[src/sv/prqs_pkg.sv]
// Package for the priority ready-queue scheduler: item types, operation codes
// and the command and status groups between controller and datapath.
// No dependencies.
package prqs_pkg;

    localparam int OP_W      = 2;
    localparam int TASK_ID_W = 5;
    localparam int PRIO_W    = 6;

    typedef enum logic [OP_W-1:0] {
        OP_MAKE_READY = 2'd0,
        OP_WAKEUP     = 2'd1,
        OP_YIELD      = 2'd2,
        OP_SLEEP      = 2'd3
    } op_t;

    typedef struct packed {
        op_t                  operation;
        logic [TASK_ID_W-1:0] task_id;
        logic [PRIO_W-1:0]    priority_req;
    } in_item_t;

    typedef struct packed {
        logic [TASK_ID_W-1:0] running_task;
        logic                 running_valid;
        logic                 switched;
        logic                 status;
    } out_item_t;

    // Strobes from the controller to the datapath
    typedef struct packed {
        logic load;
        logic enq_sel_cur;
        logic enq_rd;
        logic enq_wr;
        logic find_grp;
        logic find_pick;
        logic deq_rd;
        logic deq_cmp;
        logic deq_wr;
        logic commit_switch;
        logic commit_fail;
        logic fail_clear;
        logic out_load;
    } cmd_t;

    typedef struct packed {
        logic found;
        logic pop_last;
        logic cur_valid;
    } sts_t;

endpackage

[src/sv/prqs_datapath.sv]
// Datapath of the priority ready-queue scheduler: head, tail and link stores,
// ready bitmap, two-stage level search, running task and result register.
// Depends on prqs_pkg.
module prqs_datapath #(
    parameter int PRIORITY_LEVELS = 64,
    parameter int MAX_TASKS       = 32
) (
    input  logic                aclk,
    input  logic                aresetn,
    input  prqs_pkg::in_item_t  s_item,
    input  prqs_pkg::cmd_t      cmd,
    output prqs_pkg::sts_t      sts,
    output prqs_pkg::out_item_t m_item
);
    localparam int LW  = $clog2(PRIORITY_LEVELS);
    localparam int TW  = $clog2(MAX_TASKS);
    localparam int GRP = 8;
    localparam int GIW = 3;
    localparam int NG  = (PRIORITY_LEVELS + GRP - 1) / GRP;

    logic [TW-1:0] head_mem [PRIORITY_LEVELS];
    logic [TW-1:0] tail_mem [PRIORITY_LEVELS];
    logic [TW-1:0] link_mem [MAX_TASKS];

    logic [PRIORITY_LEVELS-1:0] bitmap_reg, bitmap_next;
    logic [TW-1:0]              tid_reg;
    logic [LW-1:0]              lvl_reg;
    logic [TW-1:0]              tid_next;
    logic [LW-1:0]              lvl_next;
    logic [TW-1:0]              head_rd_reg, tail_rd_reg, link_rd_reg;
    logic [NG-1:0]              grp_any_reg, grp_any_next;
    logic [NG-1:0][GIW-1:0]     grp_idx_reg, grp_idx_next;
    logic                       found_reg, found_next;
    logic [LW-1:0]              best_reg, best_next;
    logic [TW-1:0]              cur_task_reg;
    logic [LW-1:0]              cur_pri_reg;
    logic                       cur_valid_reg;
    logic                       switched_reg, status_reg;
    logic [TW-1:0]              enq_task;
    logic [LW-1:0]              enq_lvl;
    logic [LW-1:0]              tail_addr;
    logic                       pop_last;
    logic [NG*GRP-1:0]          bm_pad;

    // Wrap the task id and saturate the level
    always_comb begin
        logic [TW:0] r;
        r = '0;
        for (int i = prqs_pkg::TASK_ID_W - 1; i >= 0; i--) begin
            r = {r[TW-1:0], s_item.task_id[i]};
            if (r >= (TW+1)'(MAX_TASKS)) begin
                r = r - (TW+1)'(MAX_TASKS);
            end
        end
        tid_next = r[TW-1:0];
        if (int'(s_item.priority_req) >= PRIORITY_LEVELS) begin
            lvl_next = LW'(PRIORITY_LEVELS - 1);
        end else begin
            lvl_next = LW'(s_item.priority_req);
        end
    end

    assign enq_task  = cmd.enq_sel_cur ? cur_task_reg : tid_reg;
    assign enq_lvl   = cmd.enq_sel_cur ? cur_pri_reg : lvl_reg;
    assign tail_addr = cmd.deq_rd ? best_reg : enq_lvl;
    assign pop_last  = (head_rd_reg == tail_rd_reg);

    always_comb begin
        bitmap_next = bitmap_reg;
        if (cmd.enq_wr && !bitmap_reg[enq_lvl]) begin
            bitmap_next[enq_lvl] = 1'b1;
        end
        if (cmd.deq_cmp && pop_last) begin
            bitmap_next[best_reg] = 1'b0;
        end
    end

    // First search stage: lowest set bit within each group of eight levels
    always_comb begin
        bm_pad = '0;
        bm_pad[PRIORITY_LEVELS-1:0] = bitmap_reg;
        for (int g = 0; g < NG; g++) begin
            grp_any_next[g] = |bm_pad[g*GRP +: GRP];
            grp_idx_next[g] = '0;
            for (int j = GRP - 1; j >= 0; j--) begin
                if (bm_pad[g*GRP + j]) begin
                    grp_idx_next[g] = GIW'(j);
                end
            end
        end
    end

    // Second stage: first non-empty group
    always_comb begin
        found_next = 1'b0;
        best_next  = '0;
        for (int g = NG - 1; g >= 0; g--) begin
            if (grp_any_reg[g]) begin
                found_next = 1'b1;
                best_next  = LW'(g * GRP + int'(grp_idx_reg[g]));
            end
        end
    end

    // Stores
    always_ff @(posedge aclk) begin
        if (cmd.enq_wr && !bitmap_reg[enq_lvl]) begin
            head_mem[enq_lvl] <= enq_task;
        end else if (cmd.deq_wr) begin
            head_mem[best_reg] <= link_rd_reg;
        end
        if (cmd.deq_rd) begin
            head_rd_reg <= head_mem[best_reg];
        end
    end

    always_ff @(posedge aclk) begin
        if (cmd.enq_wr) begin
            tail_mem[enq_lvl] <= enq_task;
        end
        if (cmd.enq_rd || cmd.deq_rd) begin
            tail_rd_reg <= tail_mem[tail_addr];
        end
    end

    always_ff @(posedge aclk) begin
        if (cmd.enq_wr && bitmap_reg[enq_lvl]) begin
            link_mem[tail_rd_reg] <= enq_task;
        end
        if (cmd.deq_cmp) begin
            link_rd_reg <= link_mem[head_rd_reg];
        end
    end

    // Control state
    always_ff @(posedge aclk) begin
        if (!aresetn) begin
            bitmap_reg    <= '0;
            cur_task_reg  <= '0;
            cur_pri_reg   <= '0;
            cur_valid_reg <= 1'b0;
        end else begin
            bitmap_reg <= bitmap_next;
            if (cmd.commit_switch) begin
                cur_task_reg  <= head_rd_reg;
                cur_pri_reg   <= best_reg;
                cur_valid_reg <= 1'b1;
            end else if (cmd.commit_fail && cmd.fail_clear) begin
                cur_task_reg  <= '0;
                cur_pri_reg   <= '0;
                cur_valid_reg <= 1'b0;
            end
        end
    end

    // Payload
    always_ff @(posedge aclk) begin
        if (cmd.load) begin
            tid_reg      <= tid_next;
            lvl_reg      <= lvl_next;
            switched_reg <= 1'b0;
            status_reg   <= 1'b0;
        end else begin
            if (cmd.commit_switch) begin
                switched_reg <= 1'b1;
            end
            if (cmd.commit_fail) begin
                status_reg <= 1'b1;
            end
        end
        if (cmd.find_grp) begin
            grp_any_reg <= grp_any_next;
            grp_idx_reg <= grp_idx_next;
        end
        if (cmd.find_pick) begin
            found_reg <= found_next;
            best_reg  <= best_next;
        end
        if (cmd.out_load) begin
            m_item.running_task  <= cur_valid_reg ?
                prqs_pkg::TASK_ID_W'(cur_task_reg) : '0;
            m_item.running_valid <= cur_valid_reg;
            m_item.switched      <= switched_reg;
            m_item.status        <= status_reg;
        end
    end

    assign sts.found     = found_reg;
    assign sts.pop_last  = pop_last;
    assign sts.cur_valid = cur_valid_reg;

endmodule

[src/sv/prqs_ctrl.sv]
// Controller of the priority ready-queue scheduler: sequences enqueue, search,
// pop, requeue and result hand-off. Depends on prqs_pkg.
module prqs_ctrl (
    input  logic                aclk,
    input  logic                aresetn,
    input  logic                s_valid,
    output logic                s_ready,
    input  prqs_pkg::op_t       op,
    output logic                m_valid,
    input  logic                m_ready,
    output prqs_pkg::cmd_t      cmd,
    input  prqs_pkg::sts_t      sts
);
    typedef enum logic [3:0] {
        IDLE, ENQ_RD, ENQ_WR, FIND1, FIND2, CHECK,
        DEQ_CMP, DEQ_WR, SWITCH, COMMIT, DONE
    } state_t;

    state_t        state_reg, state_next;
    prqs_pkg::op_t op_reg, op_next;
    logic          req_reg, req_next;
    logic          m_valid_reg, m_valid_next;

    assign s_ready = (state_reg == IDLE);
    assign m_valid = m_valid_reg;

    always_comb begin
        state_next   = state_reg;
        op_next      = op_reg;
        req_next     = req_reg;
        m_valid_next = m_valid_reg && !m_ready;
        cmd          = '0;
        cmd.enq_sel_cur = req_reg;
        cmd.fail_clear  = (op_reg == prqs_pkg::OP_SLEEP);
        case (state_reg)
            IDLE: begin
                if (s_valid) begin
                    cmd.load = 1'b1;
                    op_next  = op;
                    req_next = 1'b0;
                    case (op)
                        prqs_pkg::OP_MAKE_READY, prqs_pkg::OP_WAKEUP: state_next = ENQ_RD;
                        default: state_next = FIND1;
                    endcase
                end
            end
            ENQ_RD: begin
                cmd.enq_rd = 1'b1;
                state_next = ENQ_WR;
            end
            ENQ_WR: begin
                cmd.enq_wr = 1'b1;
                if (req_reg) begin
                    state_next = COMMIT;
                end else if (op_reg == prqs_pkg::OP_MAKE_READY) begin
                    state_next = DONE;
                end else begin
                    state_next = FIND1;
                end
            end
            FIND1: begin
                cmd.find_grp = 1'b1;
                state_next   = FIND2;
            end
            FIND2: begin
                cmd.find_pick = 1'b1;
                state_next    = CHECK;
            end
            CHECK: begin
                if (sts.found) begin
                    cmd.deq_rd = 1'b1;
                    state_next = DEQ_CMP;
                end else begin
                    cmd.commit_fail = 1'b1;
                    state_next      = DONE;
                end
            end
            DEQ_CMP: begin
                cmd.deq_cmp = 1'b1;
                state_next  = sts.pop_last ? SWITCH : DEQ_WR;
            end
            DEQ_WR: begin
                cmd.deq_wr = 1'b1;
                state_next = SWITCH;
            end
            SWITCH: begin
                // put the running task back before handing over, except on sleep
                if (sts.cur_valid && op_reg != prqs_pkg::OP_SLEEP) begin
                    req_next   = 1'b1;
                    state_next = ENQ_RD;
                end else begin
                    state_next = COMMIT;
                end
            end
            COMMIT: begin
                cmd.commit_switch = 1'b1;
                state_next        = DONE;
            end
            DONE: begin
                if (!m_valid_reg || m_ready) begin
                    cmd.out_load = 1'b1;
                    m_valid_next = 1'b1;
                    state_next   = IDLE;
                end
            end
            default: state_next = IDLE;
        endcase
    end

    always_ff @(posedge aclk) begin
        if (!aresetn) begin
            state_reg   <= IDLE;
            op_reg      <= prqs_pkg::OP_MAKE_READY;
            req_reg     <= 1'b0;
            m_valid_reg <= 1'b0;
        end else begin
            state_reg   <= state_next;
            op_reg      <= op_next;
            req_reg     <= req_next;
            m_valid_reg <= m_valid_next;
        end
    end

endmodule

[src/sv/priority_ready_queue_scheduler.sv]
// Multilevel priority ready-queue scheduler. One FIFO of task ids per level
// (level 0 highest) lives in head, tail and link stores with a ready bit per
// level. Each item is one operation and gives one result item. Items are
// handled one at a time: make_ready presents its result after the enqueue
// read and write, a reschedule later (a search that finds nothing is
// quickest, a wakeup that pops from a longer queue and requeues the running
// task slowest), and the next item is accepted once the controller is back
// in idle. The steps are the controller's single-port store accesses
// (one registered read or one write per store and cycle) and the two-stage
// search over the ready bits. A finished result waits in the output register
// while the next item is accepted; a second finished result holds the
// controller until the first is taken. Depends on prqs_pkg, prqs_ctrl and
// prqs_datapath.
module priority_ready_queue_scheduler #(
    parameter int PRIORITY_LEVELS = 64,
    parameter int MAX_TASKS       = 32
) (
    input  logic                aclk,
    input  logic                aresetn,
    input  logic                s_valid,
    output logic                s_ready,
    input  prqs_pkg::in_item_t  s_item,
    output logic                m_valid,
    input  logic                m_ready,
    output prqs_pkg::out_item_t m_item
);
    prqs_pkg::cmd_t cmd;
    prqs_pkg::sts_t sts;

    prqs_ctrl u_ctrl (
        .aclk    (aclk),
        .aresetn (aresetn),
        .s_valid (s_valid),
        .s_ready (s_ready),
        .op      (s_item.operation),
        .m_valid (m_valid),
        .m_ready (m_ready),
        .cmd     (cmd),
        .sts     (sts)
    );

    prqs_datapath #(
        .PRIORITY_LEVELS (PRIORITY_LEVELS),
        .MAX_TASKS       (MAX_TASKS)
    ) u_datapath (
        .aclk    (aclk),
        .aresetn (aresetn),
        .s_item  (s_item),
        .cmd     (cmd),
        .sts     (sts),
        .m_item  (m_item)
    );

endmodule
[config.mk]
export PLATFORM = sky130hd
export DESIGN_NAME = priority_ready_queue_scheduler
export DESIGN_NICKNAME = d
export VERILOG_FILES = /design/src/sv/prqs_pkg.sv /design/src/sv/prqs_datapath.sv /design/src/sv/prqs_ctrl.sv /design/src/sv/priority_ready_queue_scheduler.sv
export SDC_FILE = /design/constraint.sdc
export NUM_CORES = 1
export LEC_CHECK = 0
export BUFFER_PORTS_ARGS = -buffer_cell sky130_fd_sc_hd__buf_2
export CELL_PAD_IN_SITES_DETAIL_PLACEMENT = 0
export CELL_PAD_IN_SITES_GLOBAL_PLACEMENT = 1
export CORE_MARGIN = 8
export CORE_UTILIZATION = 51
export DETAILED_ROUTE_END_ITERATION = 8
export PLACE_DENSITY = 0.83
export SETUP_SLACK_MARGIN = 0.3
export SYNTH_ARGS = -nofsm -noshare
export SYNTH_HDL_FRONTEND = slang
export SYNTH_SLANG_ARGS = --single-unit
export TNS_END_PERCENT = 50
[constraint.sdc]
create_clock -name aclk -period 3.4 [get_ports aclk]
set_input_delay 0 -clock aclk [delete_from_list [all_inputs] [get_ports aclk]]
set_output_delay 0 -clock aclk [all_outputs]
set_load 0.005 [all_outputs]
==> qor.csv <==
stage,metric,value,unit
synth,synthSimpleGateAreaFrac,0.08566,
layout,drive_above_1_share,0.2012,
floorplanning,dieArea,87150,um2
drt,drtPass1Iterations,5,
synth,yosysTopAreaCellShare,0.6593,
sta,min_period,3099,ps
synth,yosysMostFrequentCell,edfxtp_1,
critical_path,reg2reg_to,u_datapath.tail_rd_reg[3]$_DFFE_PP_,
layout,top_regs,"u_datapath.head_mem x320, u_datapath.tail_mem x320, u_datapath.link_mem x160",
clocking,cts.sink_count,959,
critical_path,rrSetupSlack,300,ps
place,gp_congestion,0.9532,
drt,drtIter0Drc,4082,
sta,worst_slew_pin_slew,1111,ps
synth,synth_compound_area_frac,0.1294,
critical_path,reg2reg_depth,13,
critical_path,slowest_delay,400,ps
synth,synth_cell_types,83,
critical_path,critPathKind,register to register,
floorplanning,die_y,295.2,um
synth,yosys.area_share.xor_xnor,0.001101,
sta,max_freq,322.7,MHz
min_path,holdPathStages,2,
global_routing,use_met1,0.3598,
drt,wl,117900,um
min_path,min_from,s_item[10],
sta,drv_slew,0,
layout,fin_nets,3018,
critical_path,r2r_start,u_datapath.lvl_reg[0]$_DFFE_PP_,
place,port_buffers,26,
critical_path,cp.required,3930,ps
global_routing,gr-total-overflow,0,
pwr,powerDensity,656.5,nW/um2
critical_path,cp_max_fo,13,
floorplanning,die_w,295.2,um
critical_path,critPathLaunch,u_datapath.lvl_reg[0]$_DFFE_PP_,
clocking,path_clk_slew,60,ps
global_routing,met2_usage,0.4195,
clocking,numCtsBuffers,96,
critical_path,worst_setup_path_end_kind,register,
floorplanning,core_area,77340,um2
synth,ys_seq_area_frac,0.7026,
pwr,leakage,14.92,nW
critical_path,cpMaxStageDelayCell,edfxtp_1,
synth,yosys-mux-area-fraction,0.05331,
critical_path,critical_path.cell_chain,mux2_4 > buf_6 > buf_6 > a21oi_4 > buf_6 > buf_12 > nor3_1 > o21a_1 > nor4b_4 > buf_4 > a211oi_4 > nor4_4 > buf_4,
sta,finalCritPeriodShare,0.9115,
drt,drc,0,
synth,synthFlopType,edfxtp_1,
synth,synth_commonest_cells,"edfxtp_1, nand3_1, o21ai_0",
critical_path,path_buf_inv,6,
place,place_ws,-76.51,ps
drt,via_per_inst,6.614,
synth,ys_seq_elements,959,
sta,setup_slack,300.9,ps
clocking,h-tree-depth,3,
critical_path,crit_path_frequent_cell,buf_6,
synth,syn-num-nets,2806,
drt,route.vias.total,27280,
floorplanning,pin_count,27,
synth,syn_area,39760,um2
sta,hold_viol_final,0,
synth,synth_area_leaders,"edfxtp_1, dfxtp_1, mux4_2, a22oi_1, nand3_1",
global_routing,grt_usage,0.2628,
synth,synth_edf_count,873,
sta,setup_viol,0,
global_routing,grt_use_met3,0.04939,
synth,synth.avg_cell_area,14.26,um2
global_routing,antenna_found_initial,5,
drt,ant_nets,0,
critical_path,path_delay_family,buffers and inverters,
synth,synthArstFlopShare,0,
place,dp_hpwl,75730,um
layout,areaGrowthSynthToFinish,16.82,%
clocking,ctsRootBufferMaster,clkbuf_16,
synth,ys_warn_count,0,
synth,yosys.area.top_type,edfxtp_1,
synth,synth_top_family_by_area,compound AO/OA/AOI/OAI gates,
sta,maxSlewHeadroom,0.2383,
global_routing,grt_pass1_wl,172000,um
critical_path,startpoint_type,register,
floorplanning,start_util,0.5141,
min_path,min_to,u_datapath.tid_reg[4]$_DFFE_PP_,
synth,netlist_instances,2789,
critical_path,arrival,3630,ps
clocking,clk_latency,670,ps
pwr,peakVddDrop,0.0004907,V
clocking,cts_tree,built,
synth,synthAdderAreaFrac,0,
status,status,"complete, no violations",
global_routing,grt_pass1_vias,26240,
job,cap_violations,0,
sta,clock-skew-final,33.40,ps
sta,tns,0,ps
min_path,timing.hold.worst.class,primary input to register,
global_routing,grt_max_degree,97,
clocking,clockBufferDepth,3,
floorplanning,rows,102,
drt,wl_per_cell,28.58,um
sta,rsz0062_at_grt,true,
layout,utilization,0.6006,
global_routing,grt-busiest-layer,met2,
-- cell families (layout without fill, tap and decap cells) --
kind of cell | after synthesis | in the layout
buffers and inverters | 248 | 539
AND/OR/NAND/NOR | 675 | 676
AO/OA/AOI/OAI | 759 | 760
multiplexers | 143 | 143
flip-flops | 959 | 959
other | 0 | 3
XOR/XNOR | 5 | 5
-- stage by stage --
stage | hold slack (ps) | cells | power [mW] | cell area (um2)
floorplan | 98.87 | 2789 | 17.16 | 39760
global placement | 179.9 | 3903 | 19.23 | 42320
detailed placement | 178.7 | 3903 | 19.32 | 42320
CTS | 33.77 | 4113 | 30.34 | 46160
global route | 56.51 | 4122 | 31.25 | 46440
finish | 63.24 | 4125 | 30.49 | 46450
-- final cells by class --
type | instances | area [um2]
Fill cell | 5790 | 30890
Sequential cell | 959 | 27940
Multi-Input combinational cell | 1584 | 11190
Timing Repair Buffer | 310 | 2576
Clock buffer | 115 | 2495
Tap cell | 1040 | 1301
Clock inverter | 64 | 749.5
Inverter | 50 | 187.7
Antenna cell | 3 | 7.507
-- layer usage --
metal | vias to the layer above | wire, um
met5 | - | 22
met4 | 4 | 4420
met3 | 280 | 11980
met2 | 1804 | 55510
met1 | 13640 | 45960
li1 | 11560 | -
-- worst max path at each step --
stage                                                 endpoint  slack [ps]  depth (start not counted)
final                      u_datapath.tail_rd_reg[3]$_DFFE_PP_         300                         13
after global placement     u_datapath.head_mem[1][0]$_DFFE_PP_        -100                          8
after detailed placement   u_datapath.head_mem[1][0]$_DFFE_PP_         -80                         11
after floorplan           u_datapath.link_mem[30][0]$_DFFE_PP_         380                         11
after CTS                 u_datapath.head_mem[20][0]$_DFFE_PP_         210                         10
after global routing      u_datapath.head_mem[29][1]$_DFFE_PP_         200                          8
-- cells in the final DEF (no fill, tap or decap), types with 37 or more instances in the layout --
| cell | n |
|---|---|
| buf_4 | 242 |
| nor2_1 | 147 |
| clkbuf_16 | 97 |
| mux2i_1 | 56 |
| edfxtp_1 | 873 |
| a21oi_1 | 125 |
| inv_1 | 48 |
| o21ai_0 | 156 |
| a31oi_1 | 37 |
| a22oi_1 | 144 |
| o211ai_1 | 60 |
| dfxtp_1 | 85 |
| nand2_1 | 128 |
| nand3_1 | 162 |
| mux4_2 | 50 |
-- what timing repair did --
item	CTS	global route
gates cloned	3	2
buffers inserted	10	7
hold endpoints to repair	66	0
gates resized for setup	45	48
hold buffers	18	0
pin swaps	8	13
endpoints found under the setup margin	465	488
-- where the power goes --
group          internal (mW)  leakage (nW)  switching [mW]
clock network           6.34          1.56            4.57
logic                   1.64          4.81            3.83
registers               13.9          8.55           0.210
total                   21.9          14.9            8.61
Power figures use the tool's default switching activity.
